$ cat config.mk
export PLATFORM = sky130hd
export DESIGN_NAME = dual_wheel_integral_speed_control
export DESIGN_NICKNAME = d
export VERILOG_FILES = /design/src/rtl/dwisc_pkg.sv /design/src/rtl/dwisc_wheel.sv /design/src/rtl/dual_wheel_integral_speed_control.sv
export SDC_FILE = /design/constraint.sdc
export NUM_CORES = 2
export LEC_CHECK = 0
export BUFFER_PORTS_ARGS = -buffer_cell sky130_fd_sc_hd__buf_2
export CORE_UTILIZATION = 50
export CTS_BUF_LIST = sky130_fd_sc_hd__clkbuf_16
export CTS_CLUSTER_DIAMETER = 200
export DETAILED_ROUTE_END_ITERATION = 7
export HOLD_SLACK_MARGIN = 0.05
export PLACE_DENSITY = 0.66
export SLEW_MARGIN = 20
export SYNTH_ARGS = -nofsm -noshare
export SYNTH_HDL_FRONTEND = slang
export SYNTH_SLANG_ARGS = --single-unit
$ cat constraint.sdc
create_clock -name clk -period 7.9 [get_ports clk]
set_input_delay 1.185 -clock clk [delete_from_list [all_inputs] [get_ports clk]]
set_output_delay 1.185 -clock clk [all_outputs]
set_load 0.01 [all_outputs]
$ cat src/rtl/dwisc_pkg.sv
// dwisc_pkg: shared types and constants for the dual-wheel integral speed control
// used by dwisc_wheel, dual_wheel_integral_speed_control and dwisc_checker
package dwisc_pkg;

	localparam int ENC_W   = 32;
	localparam int TGT_W   = 8;
	localparam int DRIVE_W = 9;
	localparam int DIR_W   = 2;
	localparam int DUTY_W  = 8;
	localparam int ILIM_W  = 15;
	localparam int CFG_W   = 15;
	localparam int IDX_W   = 3;
	localparam int IN_W    = 80;
	localparam int OUT_W   = 40;

	localparam logic [DIR_W-1:0] DIR_BRAKE = 2'd0;
	localparam logic [DIR_W-1:0] DIR_FWD   = 2'd1;
	localparam logic [DIR_W-1:0] DIR_REV   = 2'd2;

	localparam logic [IDX_W-1:0] CFG_PERIOD = 3'd0;
	localparam logic [IDX_W-1:0] CFG_GAIN   = 3'd1;
	localparam logic [IDX_W-1:0] CFG_ILIM   = 3'd2;
	localparam logic [IDX_W-1:0] CFG_PLIM   = 3'd3;
	localparam logic [IDX_W-1:0] CFG_OFFSET = 3'd4;

	// reciprocal of ten in 0.16 fixed point, exact for the duty range
	localparam logic [13:0] RECIP10 = 14'd6554;

	typedef struct packed {
		logic [7:0]        gain;
		logic [ILIM_W-1:0] ilim;
		logic [7:0]        plim;
		logic [7:0]        offset;
	} wheel_cfg_t;

	typedef struct packed {
		logic latch;
		logic ld1;
		logic ld2;
		logic ld3;
		logic ld4;
	} wheel_ctl_t;

endpackage

$ cat src/rtl/dwisc_wheel.sv
// dwisc_wheel: per-wheel datapath, four registered stages from speed error to duty
// depends on dwisc_pkg; stage enables come from the top level
module dwisc_wheel import dwisc_pkg::*; (
	input  logic                      clk,
	input  logic                      arst_n,
	input  wheel_ctl_t                ctl,
	input  wheel_cfg_t                cfg,
	input  logic [ENC_W-1:0]          enc,
	input  logic signed [TGT_W-1:0]   tgt,
	output logic signed [DRIVE_W-1:0] drive,
	output logic [DIR_W-1:0]          dir,
	output logic [DUTY_W-1:0]         duty
);

	logic [15:0]         start_q;
	logic signed [15:0]  meas;
	logic signed [17:0]  err_c;
	logic signed [17:0]  err_s1;
	logic                zero_s1;
	logic signed [26:0]  prod_c;
	logic signed [26:0]  prod_s2;
	logic                zero_s2;
	logic signed [15:0]  integ_q;
	logic signed [27:0]  sum_c;
	logic signed [27:0]  lim_p;
	logic signed [27:0]  lim_n;
	logic signed [15:0]  acc_c;
	logic signed [15:0]  pl_p;
	logic signed [15:0]  pl_n;
	logic signed [15:0]  clamp_c;
	logic signed [DRIVE_W-1:0] drive_s3;
	logic [DRIVE_W-1:0]  neg_c;
	logic [7:0]          mag_c;
	logic [11:0]         nine_c;
	logic [25:0]         tenth_c;
	logic [8:0]          sum_duty_c;
	logic [DUTY_W-1:0]   duty_c;
	logic [DIR_W-1:0]    dir_c;

	// encoder delta wraps to 16 bits, so only the low half of the start count matters
	assign meas  = $signed(enc[15:0] - start_q);
	assign err_c = $signed({{10{tgt[7]}}, tgt}) - $signed({{2{meas[15]}}, meas});

	always_ff @(posedge clk) begin
		if (ctl.latch) begin
			start_q <= enc[15:0];
		end
		if (ctl.ld1) begin
			err_s1  <= err_c;
			zero_s1 <= (tgt == '0);
		end
	end

	assign prod_c = err_s1 * $signed({1'b0, cfg.gain});

	always_ff @(posedge clk) begin
		if (ctl.ld2) begin
			prod_s2 <= prod_c;
			zero_s2 <= zero_s1;
		end
	end

	// integrate with saturation (cleared when the target is zero), then clamp to the power limit
	assign sum_c = $signed({{12{integ_q[15]}}, integ_q}) + $signed({prod_s2[26], prod_s2});
	assign lim_p = $signed({13'd0, cfg.ilim});
	assign lim_n = -lim_p;
	assign pl_p  = $signed({8'd0, cfg.plim});
	assign pl_n  = -pl_p;

	always_comb begin
		if (zero_s2) begin
			acc_c = '0;
		end else if (sum_c > lim_p) begin
			acc_c = lim_p[15:0];
		end else if (sum_c < lim_n) begin
			acc_c = lim_n[15:0];
		end else begin
			acc_c = sum_c[15:0];
		end
		if (acc_c > pl_p) begin
			clamp_c = pl_p;
		end else if (acc_c < pl_n) begin
			clamp_c = pl_n;
		end else begin
			clamp_c = acc_c;
		end
	end

	always_ff @(posedge clk or negedge arst_n) begin
		if (!arst_n) begin
			integ_q <= '0;
		end else if (ctl.ld3) begin
			integ_q <= acc_c;
		end
	end

	always_ff @(posedge clk) begin
		if (ctl.ld3) begin
			drive_s3 <= clamp_c[DRIVE_W-1:0];
		end
	end

	// duty = floor(9*|drive|/10) + offset, saturated; zero when drive is zero
	assign neg_c      = 9'(-drive_s3);
	assign mag_c      = drive_s3[DRIVE_W-1] ? neg_c[7:0] : drive_s3[7:0];
	assign nine_c     = {1'b0, mag_c, 3'b000} + {4'd0, mag_c};
	assign tenth_c    = nine_c * RECIP10;
	assign sum_duty_c = {1'b0, tenth_c[23:16]} + {1'b0, cfg.offset};

	always_comb begin
		if (mag_c == '0) begin
			duty_c = '0;
		end else if (sum_duty_c[8]) begin
			duty_c = 8'hff;
		end else begin
			duty_c = sum_duty_c[7:0];
		end
		if (drive_s3 == '0) begin
			dir_c = DIR_BRAKE;
		end else if (drive_s3[DRIVE_W-1]) begin
			dir_c = DIR_REV;
		end else begin
			dir_c = DIR_FWD;
		end
	end

	always_ff @(posedge clk) begin
		if (ctl.ld4) begin
			drive <= drive_s3;
			dir   <= dir_c;
			duty  <= duty_c;
		end
	end

endmodule

$ cat src/rtl/dual_wheel_integral_speed_control.sv
// dual_wheel_integral_speed_control: top level, tick sequencing, config and stream handshake
// depends on dwisc_pkg and dwisc_wheel
//
// Each request on the input stream is one timer tick carrying both encoder counts and both
// target speeds; a tick is taken in every clock cycle unless four results sit behind a
// stalled output. The first tick latches the encoder counts, the following period_ticks
// ticks (at least one) count down, and the last of them runs one integral update for both
// wheels and yields one result, so one result appears per max(period_ticks, 1) + 1 ticks.
// The update runs through four registered stages in order (speed error, gain multiply,
// integrator with saturation and drive clamp, duty scaling); the output register lets
// ticks keep flowing while a result waits to be taken. Configuration must be written
// through cfg_we/cfg_index/cfg_data only while no update is in flight; the block itself
// does not enforce this.
module dual_wheel_integral_speed_control import dwisc_pkg::*; (
	input  logic             clk,
	input  logic             arst_n,
	input  logic             s_tvalid,
	output logic             s_tready,
	// encoder_left, encoder_right, target_left, target_right
	input  logic [IN_W-1:0]  s_tdata,
	output logic             m_tvalid,
	input  logic             m_tready,
	// drive_left, drive_right, direction_left, direction_right, duty_left, duty_right, pad
	output logic [OUT_W-1:0] m_tdata,
	input  logic             cfg_we,
	input  logic [IDX_W-1:0] cfg_index,
	input  logic [CFG_W-1:0] cfg_data
);

	logic [7:0]  period_q;
	wheel_cfg_t  cfg_q;
	logic        phase_q;
	logic [7:0]  ticks_q;
	logic        v_s1, v_s2, v_s3, v_s4;
	logic        rdy1, rdy2, rdy3, rdy4;
	logic        take;
	logic        upd;
	wheel_ctl_t  ctl;

	logic signed [DRIVE_W-1:0] drive_l, drive_r;
	logic [DIR_W-1:0]          dir_l, dir_r;
	logic [DUTY_W-1:0]         duty_l, duty_r;

	always_ff @(posedge clk or negedge arst_n) begin
		if (!arst_n) begin
			period_q     <= 8'd2;
			cfg_q.gain   <= 8'd1;
			cfg_q.ilim   <= 15'd500;
			cfg_q.plim   <= 8'd210;
			cfg_q.offset <= 8'd25;
		end else if (cfg_we) begin
			unique case (cfg_index)
				CFG_PERIOD: period_q     <= cfg_data[7:0];
				CFG_GAIN:   cfg_q.gain   <= cfg_data[7:0];
				CFG_ILIM:   cfg_q.ilim   <= cfg_data;
				CFG_PLIM:   cfg_q.plim   <= cfg_data[7:0];
				CFG_OFFSET: cfg_q.offset <= cfg_data[7:0];
				default: ;
			endcase
		end
	end

	assign rdy4     = !v_s4 || m_tready;
	assign rdy3     = !v_s3 || rdy4;
	assign rdy2     = !v_s2 || rdy3;
	assign rdy1     = !v_s1 || rdy2;
	assign s_tready = rdy1;
	assign take     = s_tvalid && s_tready;
	assign upd      = take && phase_q && (ticks_q <= 8'd1);

	assign ctl.latch = take && !phase_q;
	assign ctl.ld1   = upd;
	assign ctl.ld2   = v_s1 && rdy2;
	assign ctl.ld3   = v_s2 && rdy3;
	assign ctl.ld4   = v_s3 && rdy4;

	always_ff @(posedge clk or negedge arst_n) begin
		if (!arst_n) begin
			phase_q <= 1'b0;
			ticks_q <= '0;
		end else if (take) begin
			if (!phase_q) begin
				phase_q <= 1'b1;
				ticks_q <= period_q;
			end else if (ticks_q > 8'd1) begin
				ticks_q <= ticks_q - 8'd1;
			end else begin
				phase_q <= 1'b0;
				ticks_q <= '0;
			end
		end
	end

	always_ff @(posedge clk or negedge arst_n) begin
		if (!arst_n) begin
			v_s1 <= 1'b0;
			v_s2 <= 1'b0;
			v_s3 <= 1'b0;
			v_s4 <= 1'b0;
		end else begin
			if (rdy1) v_s1 <= upd;
			if (rdy2) v_s2 <= v_s1;
			if (rdy3) v_s3 <= v_s2;
			if (rdy4) v_s4 <= v_s3;
		end
	end

	dwisc_wheel u_left (
		.clk    (clk),
		.arst_n (arst_n),
		.ctl    (ctl),
		.cfg    (cfg_q),
		.enc    (s_tdata[31:0]),
		.tgt    ($signed(s_tdata[71:64])),
		.drive  (drive_l),
		.dir    (dir_l),
		.duty   (duty_l)
	);

	dwisc_wheel u_right (
		.clk    (clk),
		.arst_n (arst_n),
		.ctl    (ctl),
		.cfg    (cfg_q),
		.enc    (s_tdata[63:32]),
		.tgt    ($signed(s_tdata[79:72])),
		.drive  (drive_r),
		.dir    (dir_r),
		.duty   (duty_r)
	);

	assign m_tvalid = v_s4;
	assign m_tdata  = {2'b00, duty_r, duty_l, dir_r, dir_l, drive_r, drive_l};

endmodule

==> flow_metrics.py <==
metrics = {
    "status": {
        "status": "finished, final reports clean",
    },
    "yosys": {
        "synth_cell_types": 96,
        "syn_area_per_cell_sq_um": 9.25,
        "synth.ff_latch_count": 270,
        "synth_flop_cell": "edfxtp_1",
        "synth_edf_count": 178,
        "synth_area_leaders": "ha_1, fa_1, edfxtp_1",
        "yosys_warnings": 0,
        "yosysSeqAreaShare": 0.214,
        "postSynthCellCount": 3864,
        "synth_top_area_frac": 0.192,
        "synth_area_leader_cell": "ha_1",
        "synth.cell_area_sq_mm": 0.0358,
        "async_reset_ff_frac": 0.341,
    },
    "cts": {
        "insertion_delay_ns": 0.56,
        "cts_num_sinks": 270,
        "cts.path.max_buffers": 3,
        "cts_tree": "built",
        "root_buffer": "clkbuf_16",
        "ctsHoldBuffers": 0,
        "htreeDepth": 2,
        "cts_buffers": 37,
        "clkTransAtPathRegs_ns": 0.06,
    },
    "global_route": {
        "grt_overflow": 0,
        "grt_pass1_wl_um": 139000,
        "grt_max_degree": 60,
        "grt_use_total": 0.233,
        "antenna_found_initial": 0,
        "grt_pass1_vias": 27704,
    },
    "place": {
        "hpwlAfterDp_um": 68900,
        "placed_area_sq_mm": 0.0386,
        "gp_congestion": 0.975,
        "io_buffer_count": 110,
    },
    "routing": {
        "drc": 0,
        "drtPass1Iterations": 5,
        "ant_nets": 0,
        "num_vias": 27613,
        "wl_um": 84800,
        "drtIter0Drc": 1314,
        "wl_per_cell_um": 16.6,
        "viasPerCell": 5.40,
    },
    "timing": {
        "max-slew-margin-rel": 0.286,
        "fin_crit_sh": 0.961,
        "max_freq_ghz": 0.132,
        "min_period_ns": 7.59,
        "finalClockSkew_ns": 0.0213,
        "hold_viol_final": 0,
        "worstMarginPinSlew_ns": 1.07,
        "tns_ns": 0,
        "finalSetupViolCount": 0,
        "finalMaxSlewViolations": 0,
    },
    "die": {
        "core.rowCount": 97,
        "start_util": 0.508,
        "core_area_sq_mm": 0.0704,
        "die_x_um": 269,
        "dieArea_sq_mm": 0.0726,
        "boundaryPins": 145,
        "die_y_um": 269,
    },
    "power": {
        "p_leak_nw": 20.1,
        "power_density_mw_per_mm2": 257,
        "ir_drop_mv": 0.230,
    },
    "layout": {
        "drive_above_1_share": 0.141,
        "layout.nets": 5090,
        "final_area_sq_mm": 0.0407,
        "n_antenna_cell": 0,
        "areaGrowthSynthToFinish_pct": 13.8,
    },
    "flow_run": {
        "drv_cap": 0,
    },
    "worst_setup_path": {
        "worst-endpoint-required_ns": 8.20,
        "cp_common_cell": "ha_1",
        "crit_type": "flop to flop",
        "critPathMaxStageDelay_ns": 0.54,
        "worstPathArrival_ns": 7.89,
        "worstSetupStartpointType": "flop",
        "crit_path_end_kind": "flop",
        "crit_path_top_delay_cell": "fa_1",
        "critPathMaxFanout": 8,
    },
    "hold_path": {
        "hp-class": "flop to flop",
    },
}
-- state kept, by name (all words and copies together) (netlist names), 8 cells and up --
name,count
u_right.err_s1,17
u_left.start_q,16
u_left.prod_s2,26
u_right.start_q,16
u_right.drive,9
u_right.drive_s3,9
u_right.integ_q,16
u_right.duty,8
u_right.prod_s2,26
u_left.duty,8
u_left.drive,9
ticks_q,8
cfg_q,39
u_left.drive_s3,9
u_left.integ_q,16
period_q,8
u_left.err_s1,17
-- kinds of logic after synthesis --
| family | Yosys count | share of synthesized area |
|---|---|---|
| simple gates | 976 | 0.139 |
| fa+ha+maj | 843 | 0.357 |
| compound gates | 748 | 0.136 |
| buf+inv | 732 | 0.0773 |
| flops | 270 | 0.214 |
| xor+xnor | 214 | 0.0524 |
| mux | 80 | 0.0244 |
| other cells | 1 | 0.000105 |
-- area by class of cell --
type / instances / area, sq um
fillers: 6254 / 29700
multi-input cells: 2863 / 26000
flip-flops and latches: 270 / 7670
inverters: 643 / 2410
repair buffers: 329 / 2230
well taps: 940 / 1180
clock buffers: 38 / 951
clock inverters: 29 / 230
-- timing repair --
item | CTS | global route
setup buffers | 4 | 25
cloned | 0 | 0
resized for setup | 14 | 113
pin swaps | 4 | 67
setup endpoints to repair | 24 | 34
-- layer usage --
layer  global-route usage  part of all wire  up-vias
met5                    0                 0        -
met4               0.0734             0.030        0
met3               0.0220             0.038      124
met2                0.409              0.49      541
met1                0.301              0.45    13258
li1                     -                 -    13690
-- cells in the mapped netlist, types with 61 or more instances --
cell and count:
o21a_1 61, and2_1 196, edfxtp_1 178, nor2_1 161, ha_1 549, nand3_1 62
a21o_1 77, nor3_1 66, dfrtp_1 77, o21ai_0 167, inv_1 641, nand2_1 287
a21oi_1 211, xnor2_1 156, fa_1 294, clkbuf_1 82
-- report_power, final --
part           switching (mW)  internal [mW]
logic                    3.73           3.03
registers               0.121           1.96
clock network           0.667          0.974
-- stage by stage --
step	cells	hold WS (ns)	worst slack, ns	util	total power, mW
CTS	5086	0.475	0.00540	0.566	10.5
global placement	5015	0.454	-0.105	0.549	8.67
floorplan	3865	0.400	0.0666	-	7.36
global route	5112	0.484	-0.0812	0.578	11.6
detailed placement	5015	0.462	-0.226	0.549	8.83
finish	5112	0.480	0.308	0.578	10.5
-- worst paths after layout --
| check | slack (ns) | from | cells past startpoint | to |
|---|---|---|---|---|
| worst max-delay path | 0.31 | u_right.drive_s3[0] | 34 | u_right.duty[5] |
| worst min-delay path | 0.48 | u_left.zero_s1 | 0 | u_left.zero_s2 |
| worst max register to register | 0.31 | u_right.drive_s3[0] | 34 | u_right.duty[5] |
| worst min register to register | 0.48 | u_left.zero_s1 | 0 | u_left.zero_s2 |
| max in group asynchronous | 6.11 | arst_n | 2 | cfg_q[26] |
| min in group asynchronous | 0.58 | arst_n | 1 | period_q[6] |
-- placed cells by master (no fill, tap or decap), types with 16 or more instances in the layout --
cell,synthesis,final
and3_1,24,24
mux2i_1,27,27
o211ai_1,25,25
a21o_1,77,75
nand3_1,62,62
nor2_1,161,155
a21oi_2,1,17
nor2b_1,38,37
a21oi_1,211,194
nand4_1,26,26
ha_4,0,17
mux2_2,51,51
or3_1,21,19
o31ai_1,25,22
nor3_1,66,61
a211oi_1,29,27
inv_1,641,637
o21a_1,61,61
buf_4,2,217
clkbuf_16,0,38
nand2b_1,28,27
fa_1,294,292
edfxtp_1,178,178
buf_2,2,109
a21boi_0,18,18
xnor2_1,156,143
dfrtp_1,77,77
o21ai_0,167,151
nand2_1,287,287
xor2_1,58,56
o21ai_1,6,16
and2_1,196,195
ha_1,549,528
-- critical path, delay by kind of cell (launching register included) --
family	cells	cell delay, ns
AO/OA/AOI/OAI	11	2.04
XOR/XNOR	3	0.57
adder cells (fa/ha/maj)	8	2.93
buffers and inverters	6	0.42
flip-flops	1	0.43
AND/OR/NAND/NOR	6	0.92
Power figures use the tool's default switching activity.
